**src/hw/rtl/pavt_pkg.sv**
```systemverilog
// types, constants and microprogram of the pose anchor vertex transform
`default_nettype none
package pavt_pkg;

	localparam int NUM_VERTS = 4;
	localparam int DATA_W = 32;
	localparam int CFG_W = 20;
	localparam int ACC_W = 36;
	localparam int SLOT_W = 3;
	localparam int VIDX_W = $clog2(NUM_VERTS);
	localparam int PC_W = 4;

	localparam logic CFG_AXIS_LENGTH = 1'b0;
	localparam logic CFG_ANCHOR_DIST = 1'b1;
	localparam logic [CFG_W-1:0] AXIS_LENGTH_RST = 20'd13107;
	localparam logic [CFG_W-1:0] ANCHOR_DIST_RST = 20'd32768;

	localparam logic [2:0] SRC_MEM = 3'd0;
	localparam logic [2:0] SRC_DEVQ = 3'd1;
	localparam logic [2:0] SRC_DEVT = 3'd2;
	localparam logic [2:0] SRC_ANCP = 3'd3;
	localparam logic [2:0] SRC_VERTP = 3'd4;

	localparam logic [1:0] MOD_NONE = 2'd0;
	localparam logic [1:0] MOD_CONJ = 2'd1;
	localparam logic [1:0] MOD_CONJ2 = 2'd2;
	localparam logic [1:0] MOD_ZW = 2'd3;

	localparam logic [1:0] OP_QMUL = 2'd0;
	localparam logic [1:0] OP_VADD = 2'd1;
	localparam logic [1:0] OP_COPY = 2'd2;

	localparam logic [SLOT_W-1:0] SL_T1 = 3'd0;
	localparam logic [SLOT_W-1:0] SL_T2 = 3'd1;
	localparam logic [SLOT_W-1:0] SL_T3 = 3'd2;
	localparam logic [SLOT_W-1:0] SL_AT = 3'd3;
	localparam logic [SLOT_W-1:0] SL_AR = 3'd4;
	localparam logic [SLOT_W-1:0] SL_RR = 3'd5;
	localparam logic [SLOT_W-1:0] SL_REL = 3'd6;

	localparam logic [PC_W-1:0] PC_ANC = 4'd0;
	localparam logic [PC_W-1:0] PC_MAIN = 4'd4;
	localparam logic [PC_W-1:0] PC_VERT = 4'd10;
	localparam logic [PC_W-1:0] PC_LAST = 4'd12;

	typedef struct packed {
		logic [2:0] src;
		logic [SLOT_W-1:0] slot;
		logic [1:0] mode;
	} opnd_t;

	typedef struct packed {
		logic [1:0] kind;
		opnd_t a;
		opnd_t b;
		logic dst_out;
		logic [SLOT_W-1:0] dst;
	} op_t;

	typedef struct packed {
		logic valid;
		logic pass;
		logic neg;
		logic first;
		logic last;
		opnd_t a;
		logic [1:0] a_comp;
		opnd_t b;
		logic [1:0] b_comp;
		logic dst_out;
		logic [SLOT_W-1:0] dst_slot;
		logic [1:0] dst_comp;
		logic [VIDX_W-1:0] vk;
	} term_t;

	typedef struct packed {
		logic capture;
		logic emit;
		logic [VIDX_W-1:0] index;
		logic last;
		term_t term;
	} cmd_t;

	typedef struct packed {
		logic out_busy;
	} stat_t;

	typedef struct packed {
		logic [1:0] a_comp;
		logic [1:0] b_comp;
		logic neg;
	} qterm_t;

	function automatic opnd_t od(input logic [2:0] src, input logic [SLOT_W-1:0] slot,
		input logic [1:0] mode);
		opnd_t r;
		r.src = src;
		r.slot = slot;
		r.mode = mode;
		return r;
	endfunction

	function automatic op_t mk_op(input logic [1:0] kind, input opnd_t a, input opnd_t b,
		input logic dst_out, input logic [SLOT_W-1:0] dst);
		op_t r;
		r.kind = kind;
		r.a = a;
		r.b = b;
		r.dst_out = dst_out;
		r.dst = dst;
		return r;
	endfunction

	// quaternion product terms, components x y z w
	function automatic qterm_t qterm(input logic [1:0] c, input logic [1:0] j);
		qterm_t r;
		unique case ({c, j})
			4'h0: r = '{2'd0, 2'd3, 1'b0};
			4'h1: r = '{2'd3, 2'd0, 1'b0};
			4'h2: r = '{2'd2, 2'd1, 1'b1};
			4'h3: r = '{2'd1, 2'd2, 1'b0};
			4'h4: r = '{2'd1, 2'd3, 1'b0};
			4'h5: r = '{2'd2, 2'd0, 1'b0};
			4'h6: r = '{2'd3, 2'd1, 1'b0};
			4'h7: r = '{2'd0, 2'd2, 1'b1};
			4'h8: r = '{2'd2, 2'd3, 1'b0};
			4'h9: r = '{2'd1, 2'd0, 1'b1};
			4'ha: r = '{2'd0, 2'd1, 1'b0};
			4'hb: r = '{2'd3, 2'd2, 1'b0};
			4'hc: r = '{2'd3, 2'd3, 1'b0};
			4'hd: r = '{2'd0, 2'd0, 1'b1};
			4'he: r = '{2'd1, 2'd1, 1'b1};
			default: r = '{2'd2, 2'd2, 1'b1};
		endcase
		return r;
	endfunction

	function automatic op_t prog_op(input logic [PC_W-1:0] pc);
		op_t r;
		unique case (pc)
			// anchor placement
			4'd0: r = mk_op(OP_QMUL, od(SRC_DEVQ, SL_T1, MOD_NONE),
				od(SRC_ANCP, SL_T1, MOD_NONE), 1'b0, SL_T1);
			4'd1: r = mk_op(OP_QMUL, od(SRC_MEM, SL_T1, MOD_NONE),
				od(SRC_DEVQ, SL_T1, MOD_CONJ), 1'b0, SL_T2);
			4'd2: r = mk_op(OP_VADD, od(SRC_MEM, SL_T2, MOD_NONE),
				od(SRC_DEVT, SL_T1, MOD_NONE), 1'b0, SL_AT);
			4'd3: r = mk_op(OP_COPY, od(SRC_DEVQ, SL_T1, MOD_NONE),
				od(SRC_DEVQ, SL_T1, MOD_NONE), 1'b0, SL_AR);
			// relative pose
			4'd4: r = mk_op(OP_QMUL, od(SRC_DEVQ, SL_T1, MOD_CONJ),
				od(SRC_DEVT, SL_T1, MOD_NONE), 1'b0, SL_T1);
			4'd5: r = mk_op(OP_QMUL, od(SRC_MEM, SL_T1, MOD_NONE),
				od(SRC_DEVQ, SL_T1, MOD_CONJ2), 1'b0, SL_T2);
			4'd6: r = mk_op(OP_QMUL, od(SRC_DEVQ, SL_T1, MOD_CONJ),
				od(SRC_MEM, SL_AR, MOD_NONE), 1'b0, SL_RR);
			4'd7: r = mk_op(OP_QMUL, od(SRC_DEVQ, SL_T1, MOD_CONJ),
				od(SRC_MEM, SL_AT, MOD_ZW), 1'b0, SL_T1);
			4'd8: r = mk_op(OP_QMUL, od(SRC_MEM, SL_T1, MOD_NONE),
				od(SRC_DEVQ, SL_T1, MOD_CONJ2), 1'b0, SL_T3);
			4'd9: r = mk_op(OP_VADD, od(SRC_MEM, SL_T3, MOD_NONE),
				od(SRC_MEM, SL_T2, MOD_CONJ), 1'b0, SL_REL);
			// per vertex
			4'd10: r = mk_op(OP_QMUL, od(SRC_MEM, SL_RR, MOD_NONE),
				od(SRC_VERTP, SL_T1, MOD_NONE), 1'b0, SL_T1);
			4'd11: r = mk_op(OP_QMUL, od(SRC_MEM, SL_T1, MOD_NONE),
				od(SRC_MEM, SL_RR, MOD_CONJ), 1'b0, SL_T2);
			4'd12: r = mk_op(OP_VADD, od(SRC_MEM, SL_T2, MOD_NONE),
				od(SRC_MEM, SL_REL, MOD_NONE), 1'b1, SL_T1);
			default: r = mk_op(OP_COPY, od(SRC_DEVQ, SL_T1, MOD_NONE),
				od(SRC_DEVQ, SL_T1, MOD_NONE), 1'b0, SL_T1);
		endcase
		return r;
	endfunction

endpackage
`default_nettype wire

```
**src/hw/rtl/pavt_ctrl.sv**
```systemverilog
// sequencer stepping the microprogram one multiply term per cycle unless a busy output stalls it
`default_nettype none
module pavt_ctrl (
	input wire logic clk,
	input wire logic arst_n,
	input wire logic in_valid,
	input wire logic in_reset_anchor,
	output logic in_ready,
	input pavt_pkg::stat_t stat,
	output pavt_pkg::cmd_t cmd
);
	import pavt_pkg::*;

	localparam logic [1:0] ST_IDLE = 2'd0;
	localparam logic [1:0] ST_ISSUE = 2'd1;
	localparam logic [1:0] ST_DRAIN = 2'd2;
	localparam logic [1:0] DRAIN_LAST = 2'd2;

	logic [1:0] state_q;
	logic [PC_W-1:0] pc_q;
	logic [1:0] c_q;
	logic [1:0] j_q;
	logic [1:0] dcnt_q;
	logic [VIDX_W-1:0] k_q;
	logic anchored_q;

	op_t op;
	qterm_t qt;
	logic [1:0] last_c;
	logic [1:0] last_j;
	logic stall;
	logic op_done;
	logic last_vk;

	always_comb begin
		op = prog_op(pc_q);
		qt = qterm(c_q, j_q);
		last_c = (op.kind == OP_VADD) ? 2'd2 : 2'd3;
		unique case (op.kind)
			OP_QMUL: last_j = 2'd3;
			OP_VADD: last_j = 2'd1;
			default: last_j = 2'd0;
		endcase
		stall = op.dst_out & stat.out_busy;
		op_done = (state_q == ST_DRAIN) && (dcnt_q == DRAIN_LAST);
		last_vk = (k_q == VIDX_W'(NUM_VERTS - 1));
		in_ready = (state_q == ST_IDLE);

		cmd = '0;
		cmd.capture = in_valid & in_ready;
		cmd.emit = op_done & op.dst_out;
		cmd.index = k_q;
		cmd.last = last_vk;
		cmd.term.valid = (state_q == ST_ISSUE) & ~stall;
		cmd.term.first = (j_q == 2'd0);
		cmd.term.last = (j_q == last_j);
		cmd.term.dst_out = op.dst_out;
		cmd.term.dst_slot = op.dst;
		cmd.term.dst_comp = c_q;
		cmd.term.vk = k_q;
		cmd.term.b = op.b;
		cmd.term.b_comp = c_q;
		if (op.kind == OP_QMUL) begin
			cmd.term.pass = 1'b0;
			cmd.term.neg = qt.neg;
			cmd.term.a = op.a;
			cmd.term.a_comp = qt.a_comp;
			cmd.term.b_comp = qt.b_comp;
		end else begin
			cmd.term.pass = 1'b1;
			cmd.term.neg = 1'b0;
			cmd.term.a = (j_q == 2'd1) ? op.b : op.a;
			cmd.term.a_comp = c_q;
		end
	end

	always_ff @(posedge clk or negedge arst_n) begin
		if (!arst_n) begin
			state_q <= ST_IDLE;
			pc_q <= PC_ANC;
			c_q <= 2'd0;
			j_q <= 2'd0;
			dcnt_q <= 2'd0;
			k_q <= '0;
			anchored_q <= 1'b0;
		end else begin
			unique case (state_q)
				ST_IDLE: begin
					if (in_valid) begin
						pc_q <= (!anchored_q || in_reset_anchor) ? PC_ANC : PC_MAIN;
						anchored_q <= 1'b1;
						k_q <= '0;
						c_q <= 2'd0;
						j_q <= 2'd0;
						state_q <= ST_ISSUE;
					end
				end
				ST_ISSUE: begin
					if (!stall) begin
						if (j_q == last_j) begin
							j_q <= 2'd0;
							if (c_q == last_c) begin
								dcnt_q <= 2'd0;
								state_q <= ST_DRAIN;
							end else begin
								c_q <= c_q + 2'd1;
							end
						end else begin
							j_q <= j_q + 2'd1;
						end
					end
				end
				ST_DRAIN: begin
					if (op_done) begin
						c_q <= 2'd0;
						state_q <= ST_ISSUE;
						if (pc_q == PC_LAST) begin
							if (last_vk) begin
								state_q <= ST_IDLE;
							end else begin
								k_q <= k_q + VIDX_W'(1);
								pc_q <= PC_VERT;
							end
						end else begin
							pc_q <= pc_q + PC_W'(1);
						end
					end else begin
						dcnt_q <= dcnt_q + 2'd1;
					end
				end
				default: state_q <= ST_IDLE;
			endcase
		end
	end
endmodule
`default_nettype wire

```
**config.mk**
```make
export PLATFORM = sky130hd
export DESIGN_NAME = pavt_ctrl
export DESIGN_NICKNAME = d
export VERILOG_FILES = /design/src/hw/rtl/pavt_pkg.sv /design/src/hw/rtl/pavt_ctrl.sv
export SDC_FILE = /design/constraint.sdc
export NUM_CORES = 1
export LEC_CHECK = 0
export ABC_CLOCK_PERIOD_IN_PS = 7000
export BUFFER_PORTS_ARGS = -buffer_cell sky130_fd_sc_hd__buf_2
export CORE_UTILIZATION = 55
export DETAILED_ROUTE_END_ITERATION = 12
export PLACE_DENSITY_LB_ADDON = 0.1
export REMOVE_ABC_BUFFERS = 1
export SYNTH_ARGS = -nofsm -noshare
export SYNTH_HDL_FRONTEND = slang
export SYNTH_SLANG_ARGS = --single-unit
export TNS_END_PERCENT = 50
```
**constraint.sdc**
```tcl
create_clock -name clk -period 7 [get_ports clk]
set_input_delay 0.7 -clock clk [delete_from_list [all_inputs] [get_ports clk]]
set_output_delay 0.7 -clock clk [all_outputs]
set_load 0.03 [all_outputs]
```
# Word-level counts from Yosys, hierarchy flattened
# Memory sizes are Yosys's and may differ from the RTL's.
# Index checks and enable logic that the tools add are counted.
# Widths: inputs -> output; s select.
# op_classes
n_addsub,5
n_eq_ne,19
mux,38
bitwise_logic,5
reduce_logical,17
# op_table
operator,count
$mux 2,21
$mux 4,4
$pmux 2 s2,4
$reduce_and 5->1,3
$ne 2x2->1 const B,7
$pmux 2 s3,2
$mux 10,1
$add 2x1->2 const B,4
$mux 8,1
$pmux 4 s2,1
$eq 2x1->1 const B,3
$eq 2x2->1 const B,3
$logic_not 2->1,3
$reduce_and 6->1,1
$reduce_bool 2->1,3
$add 4x1->4 const B,1
$and 1x1->1,4
$eq 2x2->1,2
$eq 4x4->1 const B,1
$ne 2x1->1 const B,2
$reduce_and 4->1,1
$mux 1,3
$mux 3,1
$ne 3x3->1 const B,1
other kinds (7),7
# word_totals
regBits,15
mem_bits_ro,384
input_bits,5
memories,2
# memory_table
name,words,word_bits,rd,rd_clocked_by_memory_dff,wr,line_no,text
(no name shown),16,19,1,0,0,pavt_pkg.sv:140,unique case (pc)
(no name shown),16,5,1,0,0,pavt_pkg.sv:117,"unique case ({c, j})"

# Depth between registers and ports, before layout
# Gate-level depths: netlist (run 1).
# An unclocked memory read counts as a cell.
# logic_depth
depth_word,8
ltp_mapped,11
mapped_depth_nobuf,10

# Worst setup path before layout (run 1)
# No wires, ideal clock.
# synth_path
path_kind,reg-to-output
from,reg pc_q[0]
to,out cmd[22] (netlist name)
arrival_ns,2.631
setup_slack_ns,3.669
stages_incl_launch_ff,10
cell_sequence,dfrtp_1 inv_1 ha_1 inv_1 ha_1 mux2i_1 nand2_1 clkbuf_1 nand2_1 o21ai_0
# synth_rtl
element,line_no,text
start: declaration,pavt_ctrl.sv:20,logic [PC_W-1:0] pc_q;
start signal: assignment,pavt_ctrl.sv:90,pc_q <= (!anchored_q || in_reset_anchor) ? PC_ANC : PC_MAIN;
start signal: assignment,pavt_ctrl.sv:125,pc_q <= pc_q + PC_W'(1);
end: declaration,pavt_ctrl.sv:10,output pavt_pkg::cmd_t cmd

==> flow_summary_export.csv, run 1 <==
group,metric,value,unit
outcome,status,"finished, final reports clean",
routing,routed_wl,3.26,mm
synth,synthCells,184,
timing,worst_pin_slew,0.676,ns
setup_path,crit_type,"reg -> out",
synth,synth_top_area_share,25.8,%
clock_network,postCtsSetupBuffers,0,
synth,synthFlopType,"dfrtp_1",
routing,drtPass1Iterations,4,
finish,area_growth,15.4,%
synth,synth_top_area_cell,"dfrtp_1",
floorplan,dieWidth,53.4,µm
routing,antenna_left,0,
min_path,hold_path_class,"in -> async",
power,totalPowerFinal,138,µW
clock_network,root_buffer,"clkbuf_4",
synth,synthArstFlopShare,100,%
clock_network,post_cts_resized,0,
global_route,grt_overflow,0,
finish,diodes,0,
timing,timing.setup.tns,0,ns
global_route,grt_pass1_wl,5.13,mm
finish,fin_nets,241,
finish,final_util,67.7,%
setup_path,cp-start-kind,"register",
finish,nFillCells,210,
setup_path,reg2reg_from,"pc_q[0]$_DFFE_PN0P_",
routing,vias_per_cell,5.62,
clock_network,cts_tree,"built",
synth,synthTopCellsByArea,"dfrtp_1 26%, ha_1 13%, o21ai_0 7.2%",
timing,max_slew_margin,54.9,%
placement,gp_congestion,0.901,
setup_path,worst_r2r_endpoint,"dcnt_q[1]$_DFFE_PN0P_",
floorplan,num_rows,18,
clock_network,hold_buffers,0,
floorplan,fp.dieArea,0.00285,mm²
floorplan,ios,44,
finish,layout-drive-gt1-share,25.9,%
floorplan,coreArea,0.00248,mm²
placement,port_buffers,43,
setup_path,r2r_cells,10,
synth,synth_seq_area_share,25.8,%
clock_network,cts_inserted_buffers,3,
timing,drv_slew,0,
synth,synth_cell_types,38,
placement,dpl_worst_slack,3.68,ns
power,power.static_leakage,0.000847,µW
routing,drc,0,
floorplan,initial_core_util,58.7,%
finish,regArea,375,µm²
setup_path,worstPathRequired,6.30,ns
timing,finalCritPeriodShare,52.4,%
power,max-vdd-ir-drop,0.114,mV
synth,ys_seq_elements,15,
timing,layout_min_cycle_time,3.67,ns
timing,setup_viol,0,
global_route,antenna_found_initial,0,
global_route,grt_pass1_vias,1204,
flow_run,drv_cap,0,
floorplan,die_y,53.4,µm
global_route,grt.total_usage,24.3,%
synth,syn_area,0.00145,mm²
setup_path,critPathArrivalTime,2.97,ns
finish,multi_input_area,981,µm²
routing,drtIter0Drc,23,
routing,wl_per_cell,13.0,µm
synth,synth_edf_count,0,
setup_path,cp-endpoint,"cmd[20]",
clock_network,cts.sinks,15,
clock_network,clkTransAtPathRegs,0.09,ns
timing,rsz0062_at_grt,"no",
global_route,grt_max_degree,23,
placement,place_hpwl,2.55,mm
setup_path,crit_start,"pc_q[0]$_DFFE_PN0P_",
synth,yosys_warnings,0,
timing,skew,0.00667,ns
setup_path,rrSetupSlack,4.12,ns
timing,fmax,273,MHz
clock_network,cts_buffer_depth,2,
power,power_density,82.3,mW/mm²
setup_path,end_kind,"output pin",
clock_network,htreeDepth,1,
timing,fin_ws,3.33,ns
timing,hold_viol_final,0,
synth,synth_area_per_cell,7.90,µm²
synth,synthTopCellsByCount,"21 x nand2_1, 21 x o21ai_0, 15 x dfrtp_1, 15 x ha_1, 11 x a21oi_1",
setup_path,cp_max_fo,11,
routing,routed-via-count,1404,
clock_network,clock_latency,0.28,ns
==> worst max-delay path, stage by stage (launching register included) <==
cell	delay, ns
dfrtp_1	0.46
inv_1	0.15
ha_1	0.26
inv_1	0.06
ha_1	0.19
mux2i_1	0.48
nand2_1	0.34
and2_1	0.29
o31ai_1	0.21
buf_2	0.23
==> report_power, final <==
part	internal (µW)	total [µW]	switching [µW]
registers	86.6	86.6	0
logic	1.04	3.31	2.27
clock network	21.2	48.1	26.9
total	109	138	29.2
==> metal layers <==
layer  vias up  wire, µm  global-route usage, %
met5         -         0                      0
met4         0        30                   9.21
met3         4       137                  0.862
met2        37      1610                   43.1
met1       646      1470                   30.5
li1        717         -                      -
==> how the worst min path moves through the flow <==
stage                                  end  slack, ns  depth (start not counted)
finish              state_q[0]$_DFFE_PN0P_       0.31                          1
global route        state_q[0]$_DFFE_PN0P_       0.31                          1
CTS                    pc_q[2]$_DFFE_PN0P_       0.30                          1
detailed placement  anchored_q$_DFFE_PN0P_       0.49                          1
global placement    anchored_q$_DFFE_PN0P_       0.44                          1
floorplan           anchored_q$_DFFE_PN0P_       0.40                          0
==> per-stage QoR <==
step / hold slack (ns) / instance area (µm²) / instances
finish: 0.305 / 1680 / 250
global route: 0.314 / 1680 / 250
CTS: 0.298 / 1680 / 250
detailed placement: 0.489 / 1650 / 246
global placement: 0.443 / 1650 / 246
floorplan: 0.404 / 1400 / 173
==> registers in the layout (all words and copies together) (netlist names) <==
register / flops
k_q: 2
c_q: 2
state_q: 2
dcnt_q: 2
j_q: 2
pc_q: 4
anchored_q: 1
==> cells by family after synthesis <==
| group | Yosys count | share of synthesized area, % |
|---|---|---|
| mux | 9 | 6.97 |
| flops | 15 | 25.8 |
| buf+inv | 22 | 6.71 |
| simple gates | 71 | 24.9 |
| compound gates | 51 | 22.1 |
| xor+xnor | 1 | 0.603 |
| fa+ha+maj | 15 | 12.9 |
==> cell usage in the layout (no fill, tap or decap) <==
cell type  instances
o22ai_1            1
nand3_1            6
a31oi_1            2
a211oi_1           3
nand2b_1           5
a21oi_4            1
a21boi_0           2
nor2b_1            8
a21boi_4           1
or2_2              4
inv_2              1
nor3_1             5
nand2_1           21
xnor2_1            1
nor3b_1            1
inv_1             10
clkinv_2           1
and2_1             4
buf_2             43
o211ai_1           1
dfrtp_1           15
or3_1              1
o31ai_1            4
mux2_4             2
mux2i_1            6
o21ai_0           21
ha_1              15
o31a_1             1
nand4b_1           2
nor2_1             9
and3_1             3
nand4_1            2
mux2_2             1
a21o_1             2
clkbuf_4           3
a21oi_1           11
a41oi_1            1
==> layout make-up <==
class | count | share of cell area [%]
clock buffers | 3 | 1.34
clock inverters | 1 | 0.298
inverters | 11 | 2.46
multi-input cells | 147 | 58.5
flip-flops and latches | 15 | 22.4
well taps | 30 | 2.24
repair buffers | 43 | 12.8
Note: power is estimated with default switching activity, not from simulation.
==> run 2, diff against run 1 <==
Settings changed: ABC_AREA set to 1, ABC_CLOCK_PERIOD_IN_PS 7000 to 3000, CORE_UTILIZATION 55 to 47.
Clock period 7 ns to 3 ns, I/O delays scaled along.
==> run 2 against run 1 <==
Clock-buffer cell count up 1. Synthesized cell count up 18%. Hold slack better by 0.0025 ns. Global-route usage down 3.8 points. Sequential power rose to 4.2 times the previous value. Utilization down 9.9 points. Register-to-register slack worse by 3.3 ns. Sequential share of layout area down 1.1 points. Final area up 5.1%. Combinational power rose to 380 times the previous value.
==> flow_summary_export.csv, run 2 <==
group,metric,value,unit
finish,diodes,0,
power,p_seq_share,21.1,%
min_path,hold_end,"pc_q[2]$_DFFE_PN0P_",
clock_network,cts_inserted_buffers,3,
setup_path,worst_r2r_endpoint,"dcnt_q[1]$_DFFE_PN0P_",
setup_path,end_kind,"output pin",
timing,finalCritPeriodShare,92.0,%
power,power.static_leakage,0.00103,µW
global_route,antenna_found_initial,0,
setup_path,critPathSlowestCell,"dfrtp_1",
floorplan,ios,44,
routing,drc,0,
finish,stdcell_count,302,
clock_network,clkTransAtPathRegs,0.09,ns
timing,timing.setup.tns,0,ns
global_route,grt_max_degree,18,
clock_network,clock_latency,0.29,ns
setup_path,r2r_cells,14,
synth,synthFlopType,"dfrtp_1",
floorplan,fp.dieArea,0.00344,mm²
floorplan,dieWidth,58.6,µm
power,p_int,699,µW
synth,synth_cell_types,34,
synth,synth_edf_count,0,
setup_path,slowest_delay,0.40,ns
power,power_density,987,mW/mm²
timing,skew,0.000516,ns
power,switching_share,59.9,%
floorplan,num_rows,20,
clock_network,cts_buffer_depth,2,
routing,vias_per_cell,4.91,
floorplan,die_y,58.6,µm
setup_path,worstPathRequired,2.70,ns
power,pwr-share-clk,6.8,%
floorplan,coreArea,0.00305,mm²
routing,drtIter0Drc,38,
clock_network,postCtsSetupBuffers,0,
routing,wl_met1,1.62,mm
synth,ys_seq_elements,15,
timing,layout_min_cycle_time,2.76,ns
setup_path,cpLargestDelayFamily,"buffers and inverters",
timing,drv_slew,0,
clock_network,cts_tree,"built",
synth,synthMostInstantiatedCell,"nand2_1",
setup_path,cp-start-kind,"register",
routing,routed_wl,3.31,mm
setup_path,cp_max_fo,8,
routing,drtPass1Iterations,4,
global_route,grt_overflow,0,
finish,final_common_cell,"nand2_1",
routing,wl_per_cell,11.0,µm
min_path,hold_path_class,"in -> reg",
timing,rsz0062_at_grt,"no",
setup_path,path_cells,"inv_1 > ha_2 > inv_1 > ha_1 > nand2_4 > inv_2 > nor2_4 > nand3_4 > inv_2 > nor2_4 > inv_2 > nor2_1 > a21oi_1 > buf_2",
synth,synth_seq_area_share,24.9,%
routing,dr_wl_met3,144,µm
setup_path,reg2reg_from,"pc_q[0]$_DFFE_PN0P_",
synth,synthArstFlopShare,100,%
setup_path,crit_type,"reg -> out",
synth,synthTopCellsByCount,"50 x nand2_1, 32 x inv_1, 18 x nor2_1",
synth,syn_area,0.00151,mm²
placement,port_buffers,43,
synth,synthTopCellsByArea,"dfrtp_1 25%, ha_1 12%, nand2_1 12%",
timing,max_slew_margin,58.2,%
synth,synth_top_area_cell,"dfrtp_1",
setup_path,rrSetupSlack,0.83,ns
finish,layout-drive-gt1-share,26.4,%
finish,largest_register_ffs,4,
power,p_switching,1040,µW
setup_path,worstPathBufferInverterCount,6,
synth,synth_area_per_cell,6.94,µm²
clock_network,cts.sinks,15,
setup_path,path_common_cell,"inv_2",
global_route,grt.total_usage,20.4,%
finish,area_growth,17.1,%
routing,top_layer,"met4",
routing,antenna_left,0,
synth,synthCells,217,
timing,fmax,362,MHz
placement,gp_congestion,0.792,
placement,dp_cells,297,
global_route,grt_pass1_wl,5.44,mm
setup_path,critPathArrivalTime,2.46,ns
min_path,hp-start,"in_reset_anchor",
power,max-vdd-ir-drop,0.696,mV
synth,yosys_warnings,0,
routing,routed-via-count,1484,
routing,wl_met2,1.51,mm
timing,hold_viol_final,0,
finish,mostFrequentLayoutCells,"50 x nand2_1, 43 x buf_2, 32 x inv_1",
timing,setup_viol,0,
timing,worst_pin_slew,0.627,ns
finish,largest_register,"pc_q",
flow_run,drv_cap,0,
placement,place_hpwl,2.68,mm
global_route,grt_pass1_vias,1249,
finish,fin_nets,279,
power,comb_power_share,72.1,%
clock_network,root_buffer,"clkbuf_4",
synth,synth_top_area_share,24.9,%
clock_network,htreeDepth,1,
outcome,status,"finished, final reports clean",
floorplan,initial_core_util,49.3,%
min_path,holdPathStages,4,
[run 2: per-layer routing]
metal  up-vias  GRT usage (%)
li1        782              -
met1       664           26.8
met2        34           34.6
met3         4           2.64
met4         0           7.14
met5         -              0
[run 2: logic make-up (layout without fill, tap and decap cells)]
group	Yosys count	in the layout	synth area share (%)
compound gates	37	37	15.1
xor+xnor	2	2	1.16
fa+ha+maj	15	15	12.5
buf+inv	46	87	13.1
flops	15	15	24.9
simple gates	102	102	33.2
[run 2: layout make-up]
| type | instances | area, µm² |
|---|---|---|
| multi-input combinational | 156 | 936 |
| sequential | 15 | 375 |
| timing repair buffer | 44 | 225 |
| clock buffer | 4 | 26.3 |
| tap | 44 | 55.1 |
| inverter | 39 | 146 |
| fill | 326 | 1290 |
[run 2: how the worst max path moves through the flow]
stage,start,to,depth (start not counted)
final,pc_q[0]$_DFFE_PN0P_,cmd[25],14
after global routing,pc_q[0]$_DFFE_PN0P_,cmd[25],14
after CTS,pc_q[0]$_DFFE_PN0P_,cmd[25],14
after detailed placement,pc_q[0]$_DFFE_PN0P_,cmd[25],14
after global placement,pc_q[0]$_DFFE_PN0P_,cmd[25],14
after floorplan,pc_q[0]$_DFFE_PN0P_,cmd[24],11
[run 2: worst register-to-register path: stages (launching register included)]
cell and delay [ns]:
dfrtp_1 0.40, inv_1 0.21, ha_2 0.28, inv_1 0.06
ha_1 0.20, nand2_4 0.07, inv_2 0.05, nor2_4 0.15
nand3_4 0.11, nand2_2 0.08, nand3_4 0.09, nand2_1 0.09
nand3_1 0.13, nand2_1 0.09, nand2_1 0.05
[run 2: power by group through the flow]
| stage | sequential, µW | combinational [µW] | clock (µW) |
|---|---|---|---|
| 2_1_floorplan | 409 | 910 | 0 |
| 3_3_place_gp | 371 | 1260 | 0 |
| 3_5_place_dp | 372 | 1260 | 0 |
| 4_1_cts | 368 | 1260 | 122 |
| 5_1_grt | 383 | 1390 | 129 |
| 6_report | 368 | 1260 | 119 |
[run 2: timing repair]
item	4_1_cts	5_1_grt
gates resized for setup	0	1
setup endpoints to repair	0	2
endpoints found under the hold margin	15	0
hold buffers	1	0
[run 2: per-stage QoR]
| stage | area (µm²) | hold WS, ns | utilization (%) | power (µW) | setup slack (ns) |
|---|---|---|---|---|---|
| 2_1_floorplan | 1460 | 0.00441 | - | 1320 | 0.333 |
| 3_3_place_gp | 1730 | 0.229 | 56.5 | 1630 | 0.586 |
| 3_5_place_dp | 1730 | 0.224 | 56.5 | 1630 | 0.522 |
| 4_1_cts | 1760 | 0.311 | 57.7 | 1750 | 0.194 |
| 5_1_grt | 1760 | 0.323 | 57.8 | 1900 | 0.0380 |
| 6_report | 1760 | 0.308 | 57.8 | 1740 | 0.240 |
==> run 3, diff against run 2 <==
Settings changed: ABC_CLOCK_PERIOD_IN_PS 3000 to 2500.
Clock period 3 ns to 2.5 ns, I/O delays scaled along.
==> run 3 against run 2 <==
Largest power group unchanged. Setup slack lost 0.11 ns. Die area is the same. Non-clock buffer count grew 9. Critical path depth is the same.
==> flow_summary_export.csv, run 3 (synthesis gave the netlist of run 2 again) <==
group,metric,value,unit
outcome,status,"finished, final reports clean",
global_route,grt_overflow,0,
timing,skew,0.000908,ns
floorplan,coreArea,0.00305,mm²
clock_network,root_buffer,"clkbuf_4",
timing,layout_min_cycle_time,2.37,ns
clock_network,cts.sinks,15,
global_route,antenna_found_initial,0,
setup_path,cp_max_fo,7,
global_route,grt_pass1_wl,5.94,mm
min_path,hp-start,"in_reset_anchor",
finish,area_growth,22.4,%
flow_run,drv_cap,0,
global_route,grt_max_degree,16,
clock_network,clock_latency,0.28,ns
routing,wl_per_cell,11.0,µm
routing,antenna_left,0,
finish,stdcell_count,311,
setup_path,cp-start-kind,"register",
finish,stdcell_area,0.00184,mm²
floorplan,num_rows,20,
setup_path,crit_type,"reg -> out",
placement,place_hpwl,2.70,mm
finish,final_common_cell,"nand2_1",
floorplan,ios,44,
finish,final_util,60.4,%
timing,worst_pin_slew,0.377,ns
placement,gp_congestion,0.830,
setup_path,reg2reg_from,"pc_q[0]$_DFFE_PN0P_",
timing,finalCritPeriodShare,94.9,%
routing,routed_wl,3.44,mm
finish,fin_nets,288,
global_route,grt.total_usage,22.1,%
clock_network,clkTransAtPathRegs,0.08,ns
timing,fmax,422,MHz
power,totalPowerFinal,2170,µW
floorplan,die_y,58.6,µm
routing,vias_per_cell,4.98,
timing,drv_slew,0,
finish,largest_register_ffs,4,
floorplan,fp.dieArea,0.00344,mm²
global_route,grt_pass1_vias,1347,
timing,rsz0062_at_grt,"yes",
timing,max_slew_margin,74.9,%
setup_path,worstPathRequired,2.25,ns
placement,post_dp_cell_area,0.00175,mm²
setup_path,critPathArrivalTime,2.12,ns
floorplan,initial_core_util,49.3,%
power,power_density,1180,mW/mm²
clock_network,cts_tree,"built",
finish,mostFrequentLayoutCells,"50 x nand2_1, 40 x buf_2, 30 x inv_1",
timing,hold_viol_final,0,
clock_network,cts_inserted_buffers,3,
timing,setup_viol,0,
timing,whs,0.282,ns
placement,port_buffers,43,
power,power.static_leakage,0.00107,µW
routing,drc,0,
routing,drtPass1Iterations,4,
setup_path,end_kind,"output pin",
power,max-vdd-ir-drop,0.555,mV
routing,routed-via-count,1550,
floorplan,dieWidth,58.6,µm
finish,largest_register,"pc_q",
setup_path,crit_start,"pc_q[0]$_DFFE_PN0P_",
placement,dp_cells,300,
clock_network,cts_buffer_depth,2,
clock_network,htreeDepth,1,
min_path,hold_path_class,"in -> reg",
finish,layout-drive-gt1-share,30.0,%
routing,drtIter0Drc,60,
finish,diodes,0,
[run 3: cell count changes in the layout (fill, tap and decap cells not counted)]
| cell | previous run | this run |
|---|---|---|
| inv_4 | 0 | 1 |
| nor2_2 | 1 | 2 |
| inv_2 | 7 | 8 |
| nor2_1 | 18 | 17 |
| buf_4 | 0 | 11 |
| buf_2 | 43 | 40 |
| inv_1 | 32 | 30 |
| clkbuf_4 | 3 | 4 |
[run 3: cell type report]
type,instances,area [µm²]
clock buffer,4,26.3
sequential,15,375
inverter,39,149
fill,334,1210
tap,44,55.1
timing repair buffer,53,300
multi-input combinational,156,938
[run 3: routing by layer]
metal  GRT usage, %  vias up  part of all wire, %
met4           6.12        0                 0.96
met1           30.6      692                   49
li1               -      802                    -
met3           1.32        4                  4.5
met2           37.4       52                   46
met5              0        -                    0
[run 3: where the power goes]
group          leakage, µW  internal [µW]  switching [µW]  total, µW
clock network    0.0000150           61.9            74.0        136
logic             0.000867            516            1090       1610
registers         0.000192            322             106        429
total              0.00107            901            1270       2170
[run 3: worst paths after layout]
| kind | slack [ns] | to | cells after the start |
|---|---|---|---|
| setup / recovery | 0.13 | cmd[25] | 14 |
| max in group asynchronous | 1.86 | c_q[0]$_DFFE_PN0P_ | 2 |
| min in group asynchronous | 0.40 | k_q[0]$_DFFE_PN0P_ | 2 |
| hold reg to reg | 0.47 | anchored_q$_DFFE_PN0P_ | 2 |
| hold / removal | 0.28 | pc_q[2]$_DFFE_PN0P_ | 4 |
| setup reg to reg | 0.52 | dcnt_q[1]$_DFFE_PN0P_ | 15 |
[run 3: metrics by stage]
| step | TNS, ns | setup WS, ns |
|---|---|---|
| after floorplan | -0.271 | -0.117 |
| after CTS | 0 | 0.0157 |
| final | 0 | 0.129 |
| after global routing | -0.0597 | -0.0170 |
| after detailed placement | 0 | 0.208 |
| after global placement | 0 | 0.250 |
[run 3: what timing repair did]
item                                    CTS  global route
gates cloned                              0             0
resized for setup                         3             6
pin swaps                                 0             2
setup buffers                             1             5
endpoints found under the setup margin    5            13
hold buffers                              1             0
endpoints found under the hold margin    15             0
[run 3: critical path, stage by stage (launching register included)]
cell	delay, ns
dfrtp_1	0.41
inv_2	0.12
ha_2	0.19
inv_1	0.04
ha_1	0.20
nand2_4	0.08
inv_2	0.05
nor2_4	0.10
nand3_4	0.11
inv_4	0.09
nor2_4	0.05
inv_2	0.08
nor2_1	0.04
a21oi_1	0.11
buf_4	0.17
